`src/design/nau_pkg.sv`:
```
// Package for the accumulator update block: op codes, sizes and feature helper.
// No dependencies.
`timescale 1ns / 1ps
`default_nettype none
package nau_pkg;
	localparam int HiddenSizeDefault = 256;
	localparam int LanesDefault      = 8;
	localparam int NumFeatures       = 768;
	localparam int FeatW             = 10;

	typedef enum logic [2:0] {
		OP_WR_WEIGHT = 3'd0,
		OP_WR_BIAS   = 3'd1,
		OP_RST_ACC   = 3'd2,
		OP_ADD_PIECE = 3'd3,
		OP_MOVE      = 3'd4,
		OP_READ      = 3'd5
	} op_t;

	localparam logic [2:0] CastleWq = 3'd1;
	localparam logic [2:0] CastleWk = 3'd2;
	localparam logic [2:0] CastleBq = 3'd3;
	localparam logic [2:0] CastleBk = 3'd4;
	localparam logic [1:0] CapNormal = 2'd1;
	localparam logic [1:0] CapEp     = 2'd2;
	localparam logic [2:0] PieceRook = 3'd3;
	localparam logic [2:0] PiecePawn = 3'd0;

	// Feature slot: valid flag and feature index (bit 10 set only by the bias marker)
	typedef struct packed {
		logic        vld;
		logic [10:0] feat;
	} slot_t;

	// Row-update command from controller to datapath
	typedef struct packed {
		logic        run;     // start a row sweep
		logic        bias;    // load accumulators from bias row
		logic        persp;
		logic        sub;
		logic [FeatW-1:0] feat;
	} cmd_t;

	function automatic logic [10:0] feature_of(input logic [5:0] sq, input logic color,
			input logic [2:0] piece);
		logic [5:0] s;
		begin
			s = color ? (sq ^ 6'd56) : sq;
			feature_of = {piece, s, color};
		end
	endfunction
endpackage
`default_nettype wire

```
`src/design/nau_ctrl.sv`:
```
// Controller: decodes one command beat and sequences row sweeps.
// Depends on nau_pkg.
`timescale 1ns / 1ps
`default_nettype none
module nau_ctrl (
	input  wire logic          clk,
	input  wire logic          arst_n,
	input  wire logic          start,
	input  wire logic [2:0]    op,
	input  wire logic [5:0]    from_square,
	input  wire logic [5:0]    to_square,
	input  wire logic          mover_color,
	input  wire logic [2:0]    moved_piece,
	input  wire logic          promotes,
	input  wire logic [2:0]    promo_piece,
	input  wire logic [2:0]    castle_kind,
	input  wire logic [1:0]    capture_kind,
	input  wire logic [2:0]    captured_piece,
	input  wire logic          sweep_done,
	output logic               busy,
	output nau_pkg::cmd_t      cmd,
	output logic               wr_weight,
	output logic               wr_bias,
	output logic               rd_acc,
	output logic               strobe,
	output logic               is_read
);
	typedef enum logic [2:0] {S_IDLE, S_ISSUE, S_WAIT, S_READ, S_DONE} state_t;
	state_t state_q;
	nau_pkg::slot_t slots_q [4];
	logic [2:0] step_q; // bit2 = perspective, [1:0] slot
	logic strobe_q, isrd_q;

	logic acc_in;
	assign acc_in = start && !busy;
	assign busy = (state_q != S_IDLE);
	assign wr_weight = acc_in && op == nau_pkg::OP_WR_WEIGHT;
	assign wr_bias   = acc_in && op == nau_pkg::OP_WR_BIAS;
	assign rd_acc    = acc_in && op == nau_pkg::OP_READ;
	assign strobe  = strobe_q;
	assign is_read = isrd_q;

	// Build the four feature slots of a move
	nau_pkg::slot_t s0, s1, s2, s3;
	logic [5:0] epsq;
	always_comb begin
		epsq = mover_color ? to_square + 6'd8 : to_square - 6'd8;
		s0 = '{1'b1, nau_pkg::feature_of(to_square, mover_color,
			promotes ? promo_piece : moved_piece)};
		s1 = '{1'b0, 11'd0};
		s2 = '{1'b1, nau_pkg::feature_of(from_square, mover_color, moved_piece)};
		s3 = '{1'b0, 11'd0};
		priority case (castle_kind)
			nau_pkg::CastleWq: begin
				s3 = '{1'b1, nau_pkg::feature_of(6'd0, 1'b0, nau_pkg::PieceRook)};
				s1 = '{1'b1, nau_pkg::feature_of(6'd3, 1'b0, nau_pkg::PieceRook)};
			end
			nau_pkg::CastleWk: begin
				s3 = '{1'b1, nau_pkg::feature_of(6'd7, 1'b0, nau_pkg::PieceRook)};
				s1 = '{1'b1, nau_pkg::feature_of(6'd5, 1'b0, nau_pkg::PieceRook)};
			end
			nau_pkg::CastleBq: begin
				s3 = '{1'b1, nau_pkg::feature_of(6'd56, 1'b1, nau_pkg::PieceRook)};
				s1 = '{1'b1, nau_pkg::feature_of(6'd59, 1'b1, nau_pkg::PieceRook)};
			end
			nau_pkg::CastleBk: begin
				s3 = '{1'b1, nau_pkg::feature_of(6'd63, 1'b1, nau_pkg::PieceRook)};
				s1 = '{1'b1, nau_pkg::feature_of(6'd61, 1'b1, nau_pkg::PieceRook)};
			end
			default: ;
		endcase
		if (capture_kind == nau_pkg::CapNormal)
			s3 = '{1'b1, nau_pkg::feature_of(to_square, !mover_color, captured_piece)};
		else if (capture_kind == nau_pkg::CapEp)
			s3 = '{1'b1, nau_pkg::feature_of(epsq, !mover_color, nau_pkg::PiecePawn)};
	end

	// Current slot feature for this perspective
	nau_pkg::slot_t cur;
	logic [10:0] cfeat;
	logic cok;
	always_comb begin
		cur   = slots_q[step_q[1:0]];
		cfeat = cur.feat ^ {10'd0, step_q[2]};
		cok   = cur.vld && (cfeat < 11'(nau_pkg::NumFeatures));
		cmd.bias  = (step_q[1:0] == 2'd3) && !slots_q[0].vld && slots_q[3].vld
			&& slots_q[3].feat == 11'h7FF;
		cmd.run   = (state_q == S_ISSUE) && (cok || cmd.bias);
		cmd.persp = step_q[2];
		cmd.sub   = step_q[1];
		cmd.feat  = cfeat[nau_pkg::FeatW-1:0];
	end

	// Hold state and sequence
	always_ff @(posedge clk or negedge arst_n) begin
		if (!arst_n) begin
			state_q  <= S_IDLE;
			step_q   <= '0;
			strobe_q <= 1'b0;
			isrd_q   <= 1'b0;
			for (int i = 0; i < 4; i++) slots_q[i] <= '0;
		end else begin
			strobe_q <= 1'b0;
			isrd_q   <= 1'b0;
			unique case (state_q)
				S_IDLE: begin
					if (acc_in) begin
						step_q <= '0;
						if (op == nau_pkg::OP_MOVE) begin
							slots_q[0] <= s0; slots_q[1] <= s1;
							slots_q[2] <= s2; slots_q[3] <= s3;
							state_q <= S_ISSUE;
						end else if (op == nau_pkg::OP_ADD_PIECE) begin
							slots_q[0] <= '{1'b1, nau_pkg::feature_of(from_square,
								mover_color, moved_piece)};
							slots_q[1] <= '0; slots_q[2] <= '0; slots_q[3] <= '0;
							state_q <= S_ISSUE;
						end else if (op == nau_pkg::OP_RST_ACC) begin
							// bias marker: slot 3 flagged with all-ones feature
							slots_q[0] <= '0; slots_q[1] <= '0; slots_q[2] <= '0;
							slots_q[3] <= '{1'b1, 11'h7FF};
							step_q <= 3'd3;
							state_q <= S_ISSUE;
						end else if (op == nau_pkg::OP_READ) begin
							state_q <= S_READ;
						end else begin
							state_q <= S_DONE;
						end
					end
				end
				S_ISSUE: begin
					if (cmd.bias || cok) state_q <= S_WAIT;
					else if (step_q == 3'd7) state_q <= S_DONE;
					else step_q <= step_q + 3'd1;
				end
				S_WAIT: begin
					if (sweep_done) begin
						if (step_q == 3'd7) state_q <= S_DONE;
						else begin
							step_q  <= step_q + 3'd1;
							state_q <= S_ISSUE;
						end
					end
				end
				S_READ: begin
					strobe_q <= 1'b1;
					isrd_q   <= 1'b1;
					state_q  <= S_IDLE;
				end
				S_DONE: begin
					strobe_q <= 1'b1;
					state_q  <= S_IDLE;
				end
				default: state_q <= S_IDLE;
			endcase
		end
	end
endmodule
`default_nettype wire

```
`config.mk`:
```
export PLATFORM = sky130hd
export DESIGN_NAME = nau_ctrl
export DESIGN_NICKNAME = d
export VERILOG_FILES = /design/src/design/nau_pkg.sv /design/src/design/nau_ctrl.sv
export SDC_FILE = /design/constraint.sdc
export NUM_CORES = 1
export LEC_CHECK = 0
export CAP_MARGIN = 10
export CORE_MARGIN = 3
export CORE_UTILIZATION = 45
export DETAILED_ROUTE_END_ITERATION = 10
export DONT_BUFFER_PORTS = 1
export PLACE_DENSITY_LB_ADDON = 0.3
export SETUP_SLACK_MARGIN = 0.5
export SLEW_MARGIN = 15
export SYNTH_ARGS = -nofsm -noshare
export SYNTH_HDL_FRONTEND = slang
export SYNTH_SLANG_ARGS = --single-unit
```
`constraint.sdc`:
```
create_clock -name clk -period 1.9 [get_ports clk]
set_input_delay 0.285 -clock clk [delete_from_list [all_inputs] [get_ports clk]]
set_output_delay 0.285 -clock clk [all_outputs]
set_load 0.005 [all_outputs]
```
==> results.sh <==
export IMPL_clk_path_buf_depth=2
export IMPL_drtIter0Drc=162
export IMPL_grt_pass1_vias=2633
export IMPL_slew_violations=0
export IMPL_rows=27
export IMPL_powerDensity_nw_per_um2=1470
export IMPL_fin_worst_skew_ps=5.31
export IMPL_htree_levels=2
export IMPL_hp_class="in -> reg"
export IMPL_antenna_cells=0
export IMPL_async_reset_ff_frac=1.00
export IMPL_cellLeakagePower_nw=1.73
export IMPL_status="finished, violations left"
export IMPL_crit_buf_inv=1
export IMPL_endpoint_kind="flip-flop"
export IMPL_crit_cells=6
export IMPL_finalWirelength_mm=9.06
export IMPL_core_area_um2=5710
export IMPL_path_clk_slew_ps=90
export IMPL_layout_commonest_cell="dfrtp_1"
export IMPL_drv_cap=0
export IMPL_netlist_area_um2=2750
export IMPL_nets=371
export IMPL_placed_cell_area_um2=2990
export IMPL_fin_ws_ps=-118
export IMPL_finalHoldViolCount=0
export IMPL_synth_edf_count=0
export IMPL_grt_start_max_net_pins=47
export IMPL_crit_type="reg -> reg"
export IMPL_crit_family="simple AND/OR/NAND/NOR gates"
export IMPL_grtUsageTotal=0.254
export IMPL_dp_hpwl_mm=5.05
export IMPL_ir_worst_vdd_mv=0.729
export IMPL_cts_sinks=46
export IMPL_syn_instance_count=278
export IMPL_ant_nets=0
export IMPL_violations="setup timing"
export IMPL_setup_viol=8
export IMPL_whs_ps=100
export IMPL_cp_max_fo=5
export IMPL_required_ps=2100
export IMPL_grt_ovfl_total=0
export IMPL_rsz0062_at_grt="true"
export IMPL_r2r_end="state_q[0]"
export IMPL_ys_types=55
export IMPL_dieArea_um2=7070
export IMPL_drive_gt1_frac=0.456
export IMPL_max_freq_mhz=496
export IMPL_start_kind="flip-flop"
export IMPL_wl_per_cell_um=22.4
export IMPL_port_buffers=0
export IMPL_crit_slowest_cell="or4b_4"
export IMPL_antenna_found_initial=0
export IMPL_die_w_um=84.1
export IMPL_r2r_slack_ps=-120
export IMPL_yosysWarnings=0
export IMPL_r2r_start="slots_q[11]"
export IMPL_final_cell_mix="43 x dfrtp_1, 30 x buf_4, 25 x buf_6, 19 x nand2_1"
export IMPL_dp_slack_ps=73.6
export IMPL_grt_pass1_wl_mm=14.2
export IMPL_min_period_over_period=1.06
export IMPL_place_congestion=0.822
export IMPL_synth_ff_type="dfrtp_1"
export IMPL_syn_nets=317
export IMPL_ios=55
export IMPL_tightest_slew_ps=753
export IMPL_final_min_clock_period_ps=2020
export IMPL_vias_per_cell=6.41
export IMPL_holdPathStages=2
export IMPL_vias=2596
export IMPL_die_h_um=84.1
export IMPL_root_buffer="clkbuf_8"
export IMPL_yosysSeqAreaShare=0.419
export IMPL_worstSkewPairLatency_ps=310
export IMPL_cts_tree="built"
export IMPL_route_detailed_drc=0
export IMPL_crit_path_end="state_q[0]"
export IMPL_firstDrtPassIters=4
export IMPL_cts_buffers=5
export IMPL_rr_worst_depth=6
export IMPL_worstSetupStartpoint="slots_q[11]"
export IMPL_initial_core_util=0.481
export IMPL_syn_to_final_growth_pct=45.3
export IMPL_syn_avg_cell_area_um2=9.87
export IMPL_ys_ff_latch=46
export IMPL_relSlewSlack=0.496
export IMPL_crit_path_cell_trace="nor2b_1, mux4_2, a21boi_4, buf_4, or4b_4, o41ai_2"
export IMPL_finalInstanceArea_um2=3990
export IMPL_worst_path_largest_cell_delay_ps=480
export IMPL_arrival_ps=2210
-- repair_timing --
action,in CTS,in global routing
pin swaps,17,13
setup endpoints to repair,60,61
hold buffers,2,0
buffers inserted,33,9
resized for setup,69,48
hold endpoints to repair,46,0
cloned,3,0
-- cell usage after synthesis, drive strengths merged, types with 4 or more instances --
cell type / number / area share
a21oi: 9 / 0.018
a221o: 4 / 0.015
a22o: 8 / 0.026
a22oi: 6 / 0.016
buf: 13 / 0.027
clkbuf: 6 / 0.0082
dfrtp: 46 / 0.42
inv: 6 / 0.0082
mux2i: 7 / 0.026
mux4: 7 / 0.062
nand2: 40 / 0.056
nand2b: 8 / 0.018
nand3: 8 / 0.015
nor2: 14 / 0.020
nor2b: 4 / 0.0091
nor3: 4 / 0.0073
nor4: 4 / 0.011
o21ai: 25 / 0.050
xnor2: 8 / 0.026
-- routing by layer --
layer,global-route usage,vias to the layer above,part of all wire
met4,0.0921,0,0.031
met1,0.334,1322,0.41
met2,0.417,113,0.50
met5,0,-,0
li1,-,1131,-
met3,0.0484,30,0.059
-- how the worst min path moves through the flow --
stage	startpoint	end
finish	captured_piece[0]	slots_q[7]
floorplan	arst_n	is_read
global route	captured_piece[0]	slots_q[7]
CTS	captured_piece[1]	slots_q[8]
global placement	arst_n	state_q[2]
detailed placement	arst_n	state_q[2]
-- power breakdown --
group / total, mW / switching, mW / leakage (nW) / internal [mW]
clock network: 0.746 / 0.353 / 0.0514 / 0.393
logic: 3.24 / 1.41 / 1.09 / 1.83
registers: 1.89 / 0.474 / 0.588 / 1.41
total: 5.87 / 2.24 / 1.73 / 3.63
-- kinds of logic (layout without fill, tap and decap cells) --
logic type               Yosys count  after routing  share of synthesized area
AO/OA/AOI/OAI                     83             83                      0.221
XOR/XNOR                          11             11                     0.0351
adder cells (fa/ha/maj)            4              4                     0.0210
buffers and inverters             25             80                     0.0433
flip-flops                        46             46                      0.419
multiplexers                      14             14                     0.0871
AND/OR/NAND/NOR                   95             95                      0.173
-- per-stage QoR --
step / utilization / total power [mW] / setup TNS [ps] / cells
2_1_floorplan: - / 3.32 / 0 / 278
3_3_place_gp: 0.523 / 3.75 / 0 / 350
3_5_place_dp: 0.523 / 3.79 / 0 / 350
4_1_cts: 0.653 / 5.39 / -308 / 396
5_1_grt: 0.699 / 6.20 / -990 / 405
6_report: 0.699 / 5.87 / -448 / 405
-- worst reg2reg max path, delay by kind of cell, from the launching register on --
kind | cells | cell delay (ps)
AO/OA/AOI/OAI | 2 | 230
AND/OR/NAND/NOR | 2 | 630
buffers and inverters | 1 | 160
flip-flops | 1 | 430
multiplexers | 1 | 460
-- sequential cells by signal, indices dropped and copies added, names as in the netlist --
register / flops
is_read: 1
slots_q: 38
state_q: 3
step_q: 3
strobe: 1
-- area by class of cell --
cell class / count / area, um2
tap: 72 / 90.1
inverter: 6 / 22.5
multi-input combinational: 207 / 1880
clock buffer: 6 / 72.6
clock inverter: 2 / 37.5
sequential: 46 / 1150
timing repair buffer: 66 / 734
fill: 396 / 1720
(Power assumes the default switching activity.)
